### src/sv/smpg_pkg.sv
// Shared types and codes for the multichannel servo pulse generator.
// No dependencies; imported by every module of the block.
package smpg_pkg;

  // Event kinds on the input stream (tuser)
  localparam logic [1:0] FUNC_TICK  = 2'd0;
  localparam logic [1:0] FUNC_START = 2'd1;
  localparam logic [1:0] FUNC_BYTE  = 2'd2;
  localparam logic [1:0] FUNC_STOP  = 2'd3;

  // Bus slave phases
  localparam logic [1:0] PHASE_IDLE    = 2'd0;
  localparam logic [1:0] PHASE_ADDRESS = 2'd1;
  localparam logic [1:0] PHASE_DATA    = 2'd2;

  // Configuration register indexes
  localparam int         CFG_IDX_W          = 2;
  localparam logic [1:0] CFG_DEVICE_ADDRESS = 2'd0;
  localparam logic [1:0] CFG_LED_SLOTS      = 2'd1;

  localparam logic [6:0] DEVICE_ADDRESS_RST = 7'd15;
  localparam logic [7:0] LED_SLOTS_RST      = 8'd20;

  localparam int PINS_W   = 10;
  localparam int M_DATA_W = 16;

  // Classified event handed from front to back
  typedef struct packed {
    logic       tick;
    logic       start;
    logic       byte_rx;
    logic       stop;
    logic [7:0] data;
  } op_t;

  // Queue head as seen by the back end
  typedef struct packed {
    logic valid;
    op_t  op;
  } q_head_t;

endpackage

### src/sv/smpg_front.sv
// Front end: accepts input words, decodes the event kind and queues them.
// Depends on smpg_pkg.
module smpg_front
  import smpg_pkg::*;
(
  input  logic       clk,
  input  logic       rst,
  input  logic       s_tvalid,
  output logic       s_tready,
  input  logic [7:0] s_tdata,   // [7:0] data_byte
  input  logic [1:0] s_tuser,   // [1:0] func
  output q_head_t    head,
  input  logic       pop
);

  op_t        q [2];
  logic       wr_ptr;
  logic       rd_ptr;
  logic [1:0] count;
  logic       push;
  op_t        op_in;

  assign s_tready = (count != 2'd2);
  assign push     = s_tvalid && s_tready;

  // one-hot decode of the event kind
  always_comb begin
    op_in         = '0;
    op_in.data    = s_tdata;
    case (s_tuser)
      FUNC_TICK:  op_in.tick    = 1'b1;
      FUNC_START: op_in.start   = 1'b1;
      FUNC_BYTE:  op_in.byte_rx = 1'b1;
      FUNC_STOP:  op_in.stop    = 1'b1;
      default:    op_in.stop    = 1'b1;
    endcase
  end

  always_ff @(posedge clk) begin
    if (push) begin
      q[wr_ptr] <= op_in;
    end
  end

  always_ff @(posedge clk) begin
    if (rst) begin
      wr_ptr <= 1'b0;
      rd_ptr <= 1'b0;
      count  <= 2'd0;
    end else begin
      if (push) wr_ptr <= ~wr_ptr;
      if (pop)  rd_ptr <= ~rd_ptr;
      case ({push, pop})
        2'b10:   count <= count + 2'd1;
        2'b01:   count <= count - 2'd1;
        default: count <= count;
      endcase
    end
  end

  assign head.valid = (count != 2'd0);
  assign head.op    = q[rd_ptr];

endmodule

### src/sv/smpg_back.sv
// Back end: servo timer, bus slave, activity light and output register.
// Depends on smpg_pkg; fed by smpg_front through its queue head.
module smpg_back
  import smpg_pkg::*;
#(
  parameter int SERVO_CHANNELS = 10,
  parameter int LED_BOOT_SLOTS = 100
)(
  input  logic                 clk,
  input  logic                 rst,
  input  logic                 cfg_we,
  input  logic [CFG_IDX_W-1:0] cfg_index,
  input  logic [7:0]           cfg_data,
  input  q_head_t              head,
  output logic                 pop,
  output logic                 m_tvalid,
  input  logic                 m_tready,
  output logic [M_DATA_W-1:0]  m_tdata
);

  localparam int N      = SERVO_CHANNELS;
  localparam int SLOTS  = (N + 1) / 2;
  localparam int SLOT_W = (SLOTS > 1) ? $clog2(SLOTS) : 1;
  localparam int CH_W   = $clog2(N);

  logic [6:0]        device_address;
  logic [7:0]        led_activity_slots;
  logic [7:0]        servo_values [N];
  logic [7:0]        tick_count, tick_count_next;
  logic [SLOT_W-1:0] slot_index, slot_index_next;
  logic [N-1:0]      pulse_levels, pulse_levels_next;
  logic [7:0]        led_timer, led_timer_next;
  logic [1:0]        bus_phase, bus_phase_next;
  logic [CH_W-1:0]   next_channel, next_channel_next;
  logic              val_we;
  logic              ack;
  logic [N-1:0]      raise_mask, clear_mask;
  logic [PINS_W-1:0] pins;
  logic              addr_match;
  op_t               op;

  assign op  = head.op;
  assign pop = head.valid && (!m_tvalid || m_tready);

  // per-channel rise and fall conditions
  for (genvar n = 0; n < N; n++) begin : g_ch
    localparam int SLOT_OF = (n < SLOTS) ? n : n - SLOTS;
    assign raise_mask[n] = (tick_count == 8'd0) && (slot_index == SLOT_W'(SLOT_OF))
                           && (servo_values[n] != 8'd0);
    assign clear_mask[n] = (servo_values[n] == tick_count);
  end

  assign addr_match = (op.data == 8'd0) || (op.data == {device_address, 1'b0});

  always_comb begin
    tick_count_next   = tick_count;
    slot_index_next   = slot_index;
    pulse_levels_next = pulse_levels;
    led_timer_next    = led_timer;
    bus_phase_next    = bus_phase;
    next_channel_next = next_channel;
    val_we            = 1'b0;
    ack               = 1'b0;
    if (op.tick) begin
      pulse_levels_next = (pulse_levels | raise_mask) & ~clear_mask;
      if (tick_count == 8'd0 && led_timer != 8'd0) begin
        led_timer_next = led_timer - 8'd1;
      end
      tick_count_next = tick_count + 8'd1;
      if (tick_count == 8'hFF) begin
        slot_index_next = (slot_index == SLOT_W'(SLOTS - 1)) ? '0 : slot_index + 1'b1;
      end
    end else if (op.start) begin
      bus_phase_next    = PHASE_ADDRESS;
      next_channel_next = '0;
    end else if (op.byte_rx) begin
      case (bus_phase)
        PHASE_ADDRESS: begin
          if (addr_match) begin
            led_timer_next    = led_activity_slots;
            bus_phase_next    = PHASE_DATA;
            next_channel_next = '0;
            ack               = 1'b1;
          end else begin
            bus_phase_next = PHASE_IDLE;
          end
        end
        PHASE_DATA: begin
          val_we = 1'b1;
          ack    = 1'b1;
          if (next_channel == CH_W'(N - 1)) begin
            bus_phase_next = PHASE_IDLE;
          end else begin
            next_channel_next = next_channel + 1'b1;
          end
        end
        default: bus_phase_next = PHASE_IDLE;
      endcase
    end else begin
      bus_phase_next    = PHASE_IDLE;
      next_channel_next = '0;
    end
  end

  // only the first ten channels reach the pins
  for (genvar i = 0; i < PINS_W; i++) begin : g_pin
    if (i < N) begin : g_on
      assign pins[i] = pulse_levels_next[i];
    end else begin : g_off
      assign pins[i] = 1'b0;
    end
  end

  always_ff @(posedge clk) begin
    if (pop) begin
      m_tdata <= {(M_DATA_W - PINS_W - 2)'(0), ack, (led_timer_next != 8'd0), pins};
    end
  end

  always_ff @(posedge clk) begin
    if (rst) begin
      device_address     <= DEVICE_ADDRESS_RST;
      led_activity_slots <= LED_SLOTS_RST;
      tick_count         <= 8'd0;
      slot_index         <= '0;
      pulse_levels       <= '0;
      led_timer          <= 8'(LED_BOOT_SLOTS);
      bus_phase          <= PHASE_IDLE;
      next_channel       <= '0;
      m_tvalid           <= 1'b0;
      for (int n = 0; n < N; n++) servo_values[n] <= 8'd0;
    end else begin
      if (cfg_we) begin
        case (cfg_index)
          CFG_DEVICE_ADDRESS: device_address     <= cfg_data[6:0];
          CFG_LED_SLOTS:      led_activity_slots <= cfg_data;
          default:            ;
        endcase
      end
      if (pop && val_we) begin
        servo_values[next_channel] <= op.data;
      end
      if (pop) begin
        tick_count   <= tick_count_next;
        slot_index   <= slot_index_next;
        pulse_levels <= pulse_levels_next;
        led_timer    <= led_timer_next;
        bus_phase    <= bus_phase_next;
        next_channel <= next_channel_next;
        m_tvalid     <= 1'b1;
      end else if (m_tready) begin
        m_tvalid <= 1'b0;
      end
    end
  end

endmodule

### src/sv/multichannel_servo_pulse_generator_core.sv
// Top level of the multichannel servo pulse generator.
// Depends on smpg_pkg, smpg_front and smpg_back.
//
// Servo pulse generator for up to SERVO_CHANNELS hobby servos, loaded over a
// write-only two-wire bus slave. Each input word is one event, selected by
// tuser: a prescaled timer tick, a bus start, a received byte or a bus stop.
// Every input word yields exactly one output word carrying the servo pin
// levels, the activity light and the acknowledge for a received byte.
// An 8-bit tick counter walks through (SERVO_CHANNELS+1)/2 slots of 256 ticks;
// at the start of slot k servos k and k+slots go high unless their value is
// zero, and each servo drops when the counter equals its value. After a bus
// start the first byte is acknowledged when it is 0 or device_address<<1;
// up to SERVO_CHANNELS following bytes load channels 0, 1, ... in order.
// The activity light is lit for LED_BOOT_SLOTS slots after reset and for
// led_activity_slots slots after each address match.
// Throughput is one word per clock while m_tready is high: a two-word queue
// decouples the decode front end from the back end, whose combinational
// update ends in the output register. Config writes are always accepted
// and must only be issued while no words are in flight.
module multichannel_servo_pulse_generator_core
  import smpg_pkg::*;
#(
  parameter int SERVO_CHANNELS = 10,
  parameter int LED_BOOT_SLOTS = 100
)(
  input  logic                 clk,
  input  logic                 rst,
  // input events
  input  logic                 s_tvalid,
  output logic                 s_tready,
  input  logic [7:0]           s_tdata,   // [7:0] data_byte
  input  logic [1:0]           s_tuser,   // [1:0] func
  // results
  output logic                 m_tvalid,
  input  logic                 m_tready,
  output logic [M_DATA_W-1:0]  m_tdata,   // [9:0] servo_pins, [10] led_on, [11] ack
  // configuration writes
  input  logic                 cfg_valid,
  output logic                 cfg_ready,
  input  logic [CFG_IDX_W-1:0] cfg_index,
  input  logic [7:0]           cfg_data
);

  q_head_t head;
  logic    pop;

  // config registers live in the back end; no back-pressure needed
  assign cfg_ready = 1'b1;

  smpg_front u_front (
    .clk      (clk),
    .rst      (rst),
    .s_tvalid (s_tvalid),
    .s_tready (s_tready),
    .s_tdata  (s_tdata),
    .s_tuser  (s_tuser),
    .head     (head),
    .pop      (pop)
  );

  smpg_back #(
    .SERVO_CHANNELS (SERVO_CHANNELS),
    .LED_BOOT_SLOTS (LED_BOOT_SLOTS)
  ) u_back (
    .clk       (clk),
    .rst       (rst),
    .cfg_we    (cfg_valid && cfg_ready),
    .cfg_index (cfg_index),
    .cfg_data  (cfg_data),
    .head      (head),
    .pop       (pop),
    .m_tvalid  (m_tvalid),
    .m_tready  (m_tready),
    .m_tdata   (m_tdata)
  );

endmodule

### config.mk
export PLATFORM = sky130hd
export DESIGN_NAME = multichannel_servo_pulse_generator_core
export DESIGN_NICKNAME = d
export VERILOG_FILES = /design/src/sv/smpg_pkg.sv /design/src/sv/smpg_front.sv /design/src/sv/smpg_back.sv /design/src/sv/multichannel_servo_pulse_generator_core.sv
export SDC_FILE = /design/constraint.sdc
export NUM_CORES = 1
export LEC_CHECK = 0
export BUFFER_PORTS_ARGS = -buffer_cell sky130_fd_sc_hd__buf_2
export CAP_MARGIN = 40
export CORE_MARGIN = 1.5
export CORE_UTILIZATION = 61
export DETAILED_ROUTE_END_ITERATION = 12
export HOLD_SLACK_MARGIN = 0.06
export PLACE_DENSITY_LB_ADDON = 0.2
export SYNTH_ARGS = -nofsm -noshare
export SYNTH_HDL_FRONTEND = slang
export SYNTH_SLANG_ARGS = --single-unit
export TNS_END_PERCENT = 100
### constraint.sdc
create_clock -name clk -period 3 [get_ports clk]
set_clock_uncertainty 0.2 [all_clocks]
set_input_delay 0.15 -clock clk [delete_from_list [all_inputs] [get_ports clk]]
set_output_delay 0.15 -clock clk [all_outputs]
set_load 0.1 [all_outputs]
---- Word-level counts from Yosys, hierarchy flattened ----
Memory sizes are Yosys's and may differ from the RTL's. A register that Yosys moved wholly into a read port is not among the register bits.
Index checks and enable logic that the tools add are counted.
storage, ports and cells
  input port bits ......................... 25
  memories kept ........................... 2
  bits in writable memories ............... 104
  ROM bits ................................ 0
  bits in registers ....................... 67
  latch bits .............................. 0
memories
  memory               words  width  rd ports  clocked after Yosys merged registers in  wr ports  RTL line          text
  u_back.servo_values  10     8      10        0                                        10        smpg_back.sv:28   logic [7:0] servo_values [N];
  u_front.q            2      12     1         1                                        1         smpg_front.sv:16  op_t q [2];
operators by class
  shift-type cells ........................ 0
  equality and inequality tests ........... 30
  muxes and demuxes ....................... 43
  reductions and logical operators ........ 50
  order comparisons ....................... 0
  add/subtract/negate cells ............... 6
  bitwise operators ....................... 7
  div/mod/pow operators ................... 0
  $mul .................................... 0
operators with widths
  kind                 number
  $reduce_bool 8->1    12
  $eq 8x8->1           11
  $mux 8               7
  $mux 1               21
  $mux 4               5
  $logic_and 1x1->1    19
  $logic_not 8->1      2
  $ne 4x3->1 const B   3
  $and 10x10->10       1
  $mux 10              1
  $not 10->10          1
  $or 10x10->10        1
  $add 8x1->8 const B  1
  $eq 2x1->1 const B   4
  $eq 2x2->1 const B   4
  $eq 8x8->1 const B   1
  $mux 2               4
  $pmux 2 s2           2
  $pmux 4 s2           1
  $reduce_or 8->1      1
  $sub 8x1->8 const B  1
  $eq 3x2->1 const B   2
  $reduce_and 2->1     3
  $reduce_and 3->1     2
  19 further kinds     26

---- Longest topological paths before layout ----
Gate-level depths: netlist (run 1).
  depth after elaboration ................. 11
  mapped depth ............................ 11
  gate-level depth less buffers ........... 10

---- Hierarchy ----
Synthesis (run 1) repeated with hierarchy kept, for this count alone.
unflattened totals
  cells, all modules ...................... 765
  area total of the unflattened synthesis .. 8259.2 um^2
by module, submodules not included
  module                                   area each (um^2)  times used  cells each
  smpg_back                                7149.4            1           699
  smpg_front                               1098.6            1           64
  multichannel_servo_pulse_generator_core  11.3              1           2

---- Worst setup path before layout (run 1) ----
OpenSTA, ideal clock, no wires.
  path kind ............................... flip-flop to flip-flop
  start point ............................. register u_back.m_tvalid
  end point ............................... memory u_back.servo_values[7][0] (enable)
  stages on the path, launching flop included .. 9
  slack ................................... 0.170 ns
  arrival time ............................ 2.296 ns
  data required time ...................... 2.466 ns
  cells stage by stage .................... dfxtp_1 nand2b_1 o21ai_0 inv_1 nand4_2 or2_1 nor3b_4 nand3_2 nand2b_1
RTL lines
  item                      RTL line          text
  start: declaration        smpg_back.sv:16   output logic m_tvalid,
  start signal: assignment  smpg_back.sv:130  m_tvalid <= 1'b0;
  start signal: assignment  smpg_back.sv:150  m_tvalid <= 1'b1;
  start signal: assignment  smpg_back.sv:152  m_tvalid <= 1'b0;
  end: declaration          smpg_back.sv:28

==> summary.md, run 1 <==
| Metric | Value |
|---|---|
| Result of the run | finished clean |
| Gr ovfl total | 0 |
| Yosys warns | 0 |
| Final HPWL DP | 13.5 mm |
| TritonCTS clock tree | yes |
| EDFF count, synth | 114 |
| Ys flop type | edfxtp_1 |
| Proportion of synthesized area in mux cells | 0.0293 |
| Avg Synthesized Cell Area | 10.6 um^2 |
| # rows | 42 |
| CTS Buffer Depth | 2 |
| Adder-cell share of the synthesized area | 0.0211 |
| Main combinational cell family by area after synthesis | simple AND/OR/NAND/NOR gates |
| Synth Area in XOR/XNOR | 0.100 |
| Register area | 4550 um^2 |
| Total power | 7.58 mW |
| CTS root buf | clkbuf_16 |
| Max-slew violations | 0 |
| Chip width | between 100 and 150 um |
| Cell Chain, Critical Path | buf_4, mux2i_1, xor2_1, nand4_1, o21ai_4, nor2_2, a221oi_2, and4b_1, nand4b_1 |
| Relative slew slack | 0.499 |
| Min cycle time layout | 2.86 ns |
| Dpl cell area | 8780 um^2 |
| Buffer and inverter count on the worst path | 1 |
| CTS sink count | 170 |
| Drt drc | 0 |
| Hold slack | 0.234 ns |
| Top cells by area, synth | edfxtp_1 41%, dfxtp_1 13%, xor2_1 9.5%, nor2_1 5.7%, nor4_1 3.2% |
| Initial antenna violation count | 0 |
| Final setup vio count | 0 |
| Max-cap viol count | 0 |
| Finished Layout Cells | 1,047 |
| Final ANT Viol Nets | 0 |
| Worst slew pin tran | approximately 0.75 ns |
| Vias post-DR | 6,438 |
| Global Route Usage Sum | 0.297 |
| Pleak | 3.73 nW |
| Setup ws final | ~0.14 ns |
| Skew-Pair Late Insertion Delay | 0.43 ns |
| Area Growth Syn to Fin | 16.8% |
| Num CTS Buffers | 17 |
| H-tree depth | 4 |
| Final instance area | 9710 um^2 |
| Die H | 120 um |
| Final core utilization | 0.731 |
| Crit path max-delay cell type | dfxtp_2 |
| Setup TNS | 0 ns |
| Worst setup SP type | flop |
| Count of cell types in the netlist | 68 |
| Routability-driven placement congestion ratio | roughly 0.9 |
| Layout cells sized above 1 | 0.149 |
| Largest fanout on the critical path | 10 |
| Post-DR vias/cell | 6.15 |
| Placement Setup Slack | 0.0498 ns |
| Worst vdd ir | between 400 and 500 uV |
| HP Class | in2reg |
| Largest net degree at the start of global routing | 37 |
| Largest area contributor in the netlist | edfxtp_1 |
| Max Freq | ~350 MHz |
| Register area share after synthesis | 0.546 |
| CP Class | reg2reg |
| Fin crit share | 0.954 |
| WL/cell | 19.6 um |
| Simple-gate area share of the yosys netlist | 0.183 |
| Power per cell area | 780 nW/um^2 |
| Worst EP arrival | around 2.8 ns |
| Asr flop ratio synth | 0 |
| Global-route wire length before repair | 32.1 mm |
| Clock transition at path regs | 0.06 ns |
| Die area | 14,300 um^2 |
| Final Hold Vio Count | 0 |
| Slowest Stage Delay on Critical Path | ~0.45 ns |
| Yosys top cell area share | 0.411 |
| Cells after Synth | 783 |
| First DRT Iteration DRCs | 792 |
| Initial Utilization | 0.626 |
| Critical path endpoint category | flop |
| Area of the multi-input gates | 3500 um^2 |
| Vias in the first global route | 6,164 |
| Fill cell count | 891 |
| Fin nets | 897 |
| Total wire length | 20.5 mm |
| Synthesized area | 8320 um^2 |
| Top Family by Delay on Critical Path | simple AND/OR/NAND/NOR gates |
| # IOs | 44 |
| Hold Path Origin | cfg_valid |
| Cell count after placement | 988 |
| N_diodes | 0 |
| Worst path required time | 2.97 ns |
| Number of port buffers | 38 |
| Synth Register Bits | 170 |
| Core area | 13,300 um^2 |
| Drt first pass iters | 8 |
| Complex-gate fraction of the synthesized area | 0.0829 |
-- what timing repair did --
| item | CTS | global route |
|---|---|---|
| hold endpoints to repair | 47 | 0 |
| gates resized for setup | 0 | 5 |
| hold buffers | 26 | 0 |
| setup endpoints to repair | 0 | 62 |
| buffers inserted | 0 | 1 |
-- worst reg2reg max path, stage by stage, from the launching register on --
cell and delay (ns):
dfxtp_2 0.45, buf_4 0.25, mux2i_1 0.30, xor2_1 0.17
nand4_1 0.24, o21ai_4 0.25, nor2_2 0.10, a221oi_2 0.31
and4b_1 0.23, nand4b_1 0.09
-- report_power, final --
part / leakage (nW) / internal, mW / switching (mW) / total [mW]
clock network: 0.314 / 1.48 / 0.901 / 2.38
registers: 1.56 / 2.80 / 0.215 / 3.02
logic: 1.86 / 0.664 / 1.52 / 2.18
-- routing by layer --
layer,GRT usage,share of wire,vias up
met5,0,0,-
met4,0.142,0.038,0
met3,0.0566,0.085,81
met2,0.472,0.47,351
met1,0.395,0.41,3082
li1,-,-,2924
-- flip-flops by register name (all words and copies together) (netlist names), named ones only --
name,count
u_back.bus_phase,2
u_back.device_address,7
u_back.led_activity_slots,8
u_back.led_timer,8
u_back.m_tdata,12
u_back.m_tvalid,1
u_back.next_channel,4
u_back.pulse_levels,10
u_back.servo_values,80
u_back.slot_index,3
u_back.tick_count,8
u_front.count,2
u_front.q,22
u_front.rd_ptr,1
u_front.wr_ptr,1
-- synthesized netlist by cell type (all sizes together) (3+ instances only) --
master and count:
nand2b 11, nand3 8, dfxtp 56, a211oi 9
edfxtp 114, nor3b 4, nand4 4, a211o 8
nand4b 3, o21bai 3, and3 5, xor2 90
clkbuf 26, or3 12, ha 14, nand2 60
xnor2 5, a21oi 29, mux2 3, nor2b 8
a31oi 20, inv 25, buf 19, o21ai 13
nor4 43, nor2 129, nor3 13, mux2i 19
-- worst paths after layout --
check                           slack, ns  cells past startpoint                           end
worst max-delay path                 0.14                      9            u_back.m_tdata[10]
worst min-delay path                 0.23                      3  u_back.led_activity_slots[2]
worst max register to register       0.14                      9            u_back.m_tdata[10]
worst min register to register       0.26                      2        u_back.pulse_levels[7]
-- layout by cell type (no fill, tap or decap), drive strengths merged, types with 17 or more instances in the layout --
cell type	count
buf	72
a31oi	20
dfxtp	56
nand2	60
clkbuf	17
mux2i	19
edfxtp	114
nor4	43
inv	27
nor2	129
dlygate4sd3	26
a21oi	29
xor2	90
-- cell families (layout without fill, tap and decap cells) --
family	count (synthesis)	in the layout
other	2	5
AOI/OAI and AO/OA	100	100
xor gates and xnor gates	95	95
buffers and inverters	70	155
and+or+nand+nor	310	310
DFF	170	170
muxes	22	22
adders and majority gates	14	14
-- cell type report --
cell class,count,share of cell area
tap,176,0.0227
clock buffer,17,0.0438
clock inverter,15,0.0228
timing repair buffer,98,0.0727
inverter,25,0.00966
multi-input combinational,546,0.360
sequential,170,0.468
Power figures use the tool's default switching activity.
==> run 2, diff against run 1 <==
- ABC_AREA: default -> 1
- CORE_UTILIZATION: 61 -> 62
==> run 2 against run 1 <==
Critical path depth down 2. Critical endpoint is now u_back.device_address[2]. Highest routed layer unchanged. Routed wire length increased by 9.4%. Worst setup slack better by 0.034 ns. Non-clock buffer count shrank 2. Combinational power up 26%. Cell area up 3.2%. Fmax rose by 1.2%. Global-route usage up 2.4 points.
==> summary.md, run 2 <==
| Metric | Value |
|---|---|
| Final ANT Viol Nets | 0 |
| Largest net degree at the start of global routing | slightly below 50 |
| Area of the multi-input gates | 3440 um^2 |
| Chip width | 121 um |
| Placement Setup Slack | 0.312 ns |
| Proportion of synthesized area in mux cells | 0 |
| Count of cell types in the netlist | 48 |
| Final Hold Vio Count | 0 |
| Final instance area | 10,000 um^2 |
| Drt drc | 0 |
| Vias in the first global route | 6,897 |
| Worst vdd ir | 489 uV |
| Worst slew pin tran | between 0.8 and 0.9 ns |
| TritonCTS clock tree | yes |
| EDFF count, synth | roughly 110 |
| Worst path required time | 3.18 ns |
| Post-DR vias/cell | ~5.8 |
| Initial antenna violation count | 0 |
| Number of port buffers | 38 |
| Biggest regs | u_back.servo_values: 80 flops, u_front.q: 22 flops, u_back.m_tdata: 12 flops |
| Clock transition at path regs | 0.07 ns |
| Total wire length | 22.4 mm |
| HP Class | in2reg |
| CP Class | in2reg |
| WL/cell | about 18 um |
| Max Freq | 354 MHz |
| Final setup vio count | 0 |
| Simple-gate area share of the yosys netlist | 0.252 |
| Setup TNS | 0 ns |
| Area Growth Syn to Fin | 16.2% |
| Main combinational cell family by area after synthesis | simple AND/OR/NAND/NOR gates |
| Most frequent cells after synthesis | 200 x nor2_1, 153 x nand2_1, 119 x inv_1, 114 x edfxtp_1, 56 x dfxtp_1 |
| Die H | 121 um |
| Yosys top cell area share | 0.397 |
| Most common cell after layout, fill and taps aside | nor2_1 |
| Die area | 14,600 um^2 |
| Power per cell area | 801 nW/um^2 |
| Fin nets | 1,124 |
| Top cells by area, synth | edfxtp_1 40%, dfxtp_1 13%, nor2_1 8.7%, nand2_1 6.7%, inv_1 5.2% |
| Crit Reg-Reg Endpoint | u_back.servo_values[0][1] |
| Yosys warns | 0 |
| Relative slew slack | 0.446 |
| Max-cap viol count | 0 |
| Worst reg2reg path depth | 12 |
| WHS Endpoint | u_back.device_address[6] |
| Hold Path Origin | cfg_valid |
| R2R setup slack | 0.24 ns |
| CTS Buffer Depth | 2 |
| Largest area contributor in the netlist | edfxtp_1 |
| Gr ovfl total | 0 |
| Most frequent cells in the layout | 200 x nor2_1, 152 x nand2_1, 119 x inv_1, 114 x edfxtp_1, 56 x dfxtp_1 |
| Asr flop ratio synth | 0 |
| Dpl cell area | 9050 um^2 |
| Most common cell in the synthesized netlist | nor2_1 |
| Ys flop type | edfxtp_1 |
| Vias post-DR | around 7,300 |
| Routability-driven placement congestion ratio | between 0.8 and 0.9 |
| Layout cells sized above 1 | 0.117 |
| Max-slew violations | 0 |
| Drt first pass iters | 6 |
| Pleak | 4.30 nW |
| Register area share after synthesis | 0.527 |
| First DRT Iteration DRCs | 1,096 |
| RSZ-0062 raised after global routing | false |
| Synth Register Bits | between 150 and 200 |
| Worst setup SP type | input pin |
| H-tree depth | 4 |
| # IOs | 44 |
| Skew-Pair Late Insertion Delay | 0.44 ns |
| Min cycle time layout | 2.83 ns |
| Core area | 13,400 um^2 |
| Number of flip-flops in the largest register | 80 |
| Setup bufs post-CTS | 0 |
| Worst EP arrival | 3.01 ns |
| CTS sink count | 170 |
| CTS root buf | clkbuf_16 |
| Num CTS Buffers | 17 |
| Largest fanout on the critical path | 8 |
| Global Route Usage Sum | 0.321 |
| Global-route wire length before repair | 35.1 mm |
| Largest Register | u_back.servo_values |
| Cells after Synth | 1,002 |
| Synthesized area | 8630 um^2 |
| Final core utilization | 0.748 |
| Result of the run | finished clean |
| Initial Utilization | 0.644 |
| # rows | 42 |
| Count of cells along the worst hold path | 5 |
| Complex-gate fraction of the synthesized area | 0.0848 |
| Fill cell count | 931 |
| Critical path endpoint category | flop |
| Setup ws final | ~0.17 ns |
| Register area | 4540 um^2 |
| Avg Synthesized Cell Area | between 8 and 9 um^2 |
| Adder-cell share of the synthesized area | 0.0203 |
| Synth Area in XOR/XNOR | 0.0376 |
| Final HPWL DP | 14.0 mm |
| Fin crit share | 0.943 |
[run 2: through the flow]
stage               hold slack, ns  std cells  power (mW)
floorplan                   0.0489       1005        5.13
global placement             0.138       1206        5.66
detailed placement           0.142       1206        5.69
CTS                         0.0931       1274        7.95
global route                 0.180       1274        8.42
finish                       0.155       1275        8.03
[run 2: cells by family (layout without fill, tap and decap cells)]
logic type,Yosys count,count (layout)
buffers and inverters,168,261
AND/OR/NAND/NOR,485,485
other,2,6
flip-flops,170,170
AO/OA/AOI/OAI,126,126
XOR/XNOR,37,37
adder cells (fa/ha/maj),14,14
[run 2: where the power goes]
group,switching [mW],internal [mW],leakage [nW]
Sequential,0.187,2.86,1.61
Clock,0.983,1.26,0.300
Combinational,2.03,0.708,2.40
Total,3.20,4.83,4.30
[run 2: metal layers]
layer	track usage	wire length, um	up-vias
li1	-	-	3489
met1	0.420	9110	3317
met2	0.498	10200	446
met3	0.0860	2310	85
met4	0.154	763	0
met5	0	0	-
[run 2: what timing repair did]
action,4_1_cts,5_1_grt
hold buffers,36,0
endpoints found under the hold margin,44,0
setup endpoints to repair,0,8
resized for setup,0,1
[run 2: area by class of cell]
| type | count | area share |
|---|---|---|
| flip-flops and latches | 170 | 0.453 |
| multi-input cells | 667 | 0.343 |
| repair buffers | 96 | 0.0714 |
| inverters | 133 | 0.0498 |
| clock buffers | 17 | 0.0425 |
| well taps | 176 | 0.0220 |
| clock inverters | 15 | 0.0177 |
| diodes | 1 | 0.000250 |
[run 2: worst max path at each step]
stage	slack, ns	cells after the start	endpoint	from
finish	0.17	7	u_back.device_address[2]	cfg_index[1]
global route	0.008	12	u_back.servo_values[0][1]	flop
global placement	0.37	12	u_back.servo_values[7][4]	flop
CTS	0.29	12	u_back.servo_values[7][3]	flop
floorplan	0.09	10	u_front.count[1]	u_back.m_tvalid
detailed placement	0.31	12	u_back.servo_values[7][4]	flop
[run 2: worst max-delay path, stage by stage]
cell           delay [ns]
dlygate4sd3_1        0.57
buf_2                0.15
nor3_1               0.68
nand2_1              0.16
dlygate4sd3_1        0.63
o211ai_1             0.09
dlygate4sd3_1        0.58
==> run 3, diff against run 2 <==
- CORE_UTILIZATION: 62 -> 64
- CTS_BUF_LIST: default -> sky130_fd_sc_hd__clkbuf_4
==> run 3 against run 2 <==
Largest power group unchanged. Clock power is 32% lower. Die area shrank 3.1%. Fmax is 1.1% higher. Count of clock-buffer cells in the layout unchanged. Worst hold slack got worse by 0.015 ns.
==> summary.md, run 3 (synthesis gave the netlist of run 2 again) <==
| Metric | Value |
|---|---|
| Area Growth Syn to Fin | 14.4% |
| Clock transition at path regs | 0.16 ns |
| Routability-driven placement congestion ratio | 0.868 |
| Buffer and inverter count on the worst path | 4 |
| Max-cap viol count | 0 |
| RSZ-0062 raised after global routing | false |
| Initial antenna violation count | 1 |
| Fin crit share | 0.933 |
| Post-DR vias/cell | 5.71 |
| Count of cells along the worst hold path | 4 |
| Most frequent cells in the layout | 200 x nor2_1, 148 x nand2_1, 119 x inv_1, 114 x edfxtp_1, 56 x dfxtp_1 |
| HP Class | in2reg |
| Max-slew violations | 0 |
| Min cycle time layout | 2.80 ns |
| Critical path endpoint category | flop |
| Vias post-DR | 7,347 |
| Top Family by Delay on Critical Path | simple AND/OR/NAND/NOR gates |
| Initial Utilization | 0.654 |
| CTS Buffer Depth | 2 |
| Final core utilization | 0.748 |
| Final Hold Vio Count | 0 |
| Final ANT Viol Nets | 0 |
| Worst slew pin tran | roughly 0.63 ns |
| Die area | 14,200 um^2 |
| Placement Setup Slack | roughly 0.24 ns |
| Power per cell area | 740 nW/um^2 |
| H-tree depth | 4 |
| R2R setup slack | 0.20 ns |
| Gr ovfl total | 0 |
| # rows | 42 |
| WL/cell | 17.1 um |
| Drt first pass iters | 9 |
| Largest fanout on the critical path | 11 |
| Setup TNS | 0 ns |
| CP Class | reg2reg |
| Most common cell after layout, fill and taps aside | nor2_1 |
| Vias in the first global route | approximately 7,000 |
| First DRT Iteration DRCs | 929 |
| Fill cell count | 945 |
| Worst vdd ir | 413 uV |
| Global-route wire length before repair | about 35 mm |
| WHS Endpoint | u_back.led_activity_slots[3] |
| Largest Register | u_back.servo_values |
| Result of the run | finished clean |
| TritonCTS clock tree | yes |
| Number of port buffers | 38 |
| Biggest regs | u_back.servo_values: 80 flops, u_front.q: 22 flops, u_back.m_tdata: 12 flops |
| Skew-Pair Late Insertion Delay | 0.60 ns |
| Global Route Usage Sum | 0.320 |
| Crit Reg-Reg Endpoint | u_back.servo_values[0][1] |
| Drt drc | 0 |
| Hold Path Origin | cfg_data[3] |
| Total power | 7.31 mW |
| Final setup vio count | 0 |
| Largest net degree at the start of global routing | 49 |
| Cell Chain, Critical Path | inv_2, o21ai_1, nand2_1, inv_1, nand2_1, nor2_2, inv_2, nor2_8, inv_2, nor3_4, nand2_2, nand2_1 |
| Worst path required time | 3.07 ns |
| Core area | 13,200 um^2 |
| Chip width | 119 um |
| Num CTS Buffers | 17 |
| # IOs | 44 |
| Number of flip-flops in the largest register | 80 |
| Area of the multi-input gates | roughly 3400 um^2 |
| Crit path max-delay cell type | dfxtp_1 |
| Setup ws final | ~0.2 ns |
| Total wire length | 22.0 mm |
| Relative slew slack | 0.578 |
| Worst setup SP type | flop |
| Fin nets | 1,135 |
| Max Freq | about 360 MHz |
| CTS sink count | 170 |
| Final HPWL DP | ~14 mm |
| Die H | 119 um |
| Worst reg2reg path depth | 12 |
| Pleak | 4.23 nW |
| Slowest Stage Delay on Critical Path | approximately 0.51 ns |
| Layout cells sized above 1 | 0.122 |
| Worst EP arrival | approximately 2.9 ns |
| Register area | 4540 um^2 |
| CTS root buf | clkbuf_4 |
==> run 3: area by class of cell <==
class | instances | area share
tap | 176 | 0.0223
timing repair buffer | 107 | 0.0829
clock buffer | 17 | 0.0129
antenna | 1 | 0.000253
clock inverter | 15 | 0.0217
sequential | 170 | 0.460
inverter | 133 | 0.0506
multi-input combinational | 667 | 0.349
==> run 3: where the power goes <==
group | leakage, nW | switching (mW) | internal, mW | total [mW]
sequential | 1.61 | 0.196 | 2.86 | 3.05
combinational | 2.45 | 2.01 | 0.716 | 2.73
clock | 0.173 | 0.846 | 0.680 | 1.53
==> run 3: per-layer routing <==
| layer | GRT usage | routed length (um) | up-vias |
|---|---|---|---|
| met5 | 0 | 0 | - |
| met4 | 0.138 | 626 | 0 |
| met3 | 0.0891 | 2520 | 74 |
| met2 | 0.495 | 9860 | 410 |
| met1 | 0.426 | 8960 | 3361 |
| li1 | - | - | 3502 |
==> run 3: through the flow <==
stage	cells	hold WS, ns	instance area [um^2]
2_1_floorplan	1005	0.0489	8640
3_3_place_gp	1209	0.139	9070
3_5_place_dp	1209	0.142	9070
4_1_cts	1285	0.117	9860
5_1_grt	1286	0.163	9870
6_report	1286	0.140	9870
==> run 3: repair_timing <==
| action | in CTS | in global routing |
|---|---|---|
| setup buffers | 0 | 0 |
| hold buffers | 44 | 0 |
| endpoints found under the hold margin | 76 | 0 |
| gates resized for setup | 0 | 5 |
| setup endpoints to repair | 0 | 28 |
==> run 3: how the worst max path moves through the flow <==
stage,start,end,slack [ns],cells past startpoint
floorplan,u_back.m_tvalid,u_front.count[1],0.09,10
global placement,flop,u_back.m_tdata[10],0.28,14
global route,flop,u_back.m_tdata[10],0.0004,14
CTS,flop,u_back.m_tdata[10],0.20,14
finish,flop,u_back.servo_values[0][1],0.20,12
detailed placement,flop,u_back.m_tdata[10],0.24,14
==> run 3: worst reg2reg max path: stages, from the launching register on <==
cell,delay [ns]
dfxtp_1,0.51
inv_2,0.15
o21ai_1,0.20
nand2_1,0.10
inv_1,0.08
nand2_1,0.11
nor2_2,0.11
inv_2,0.07
nor2_8,0.11
inv_2,0.11
nor3_4,0.24
nand2_2,0.18
nand2_1,0.30
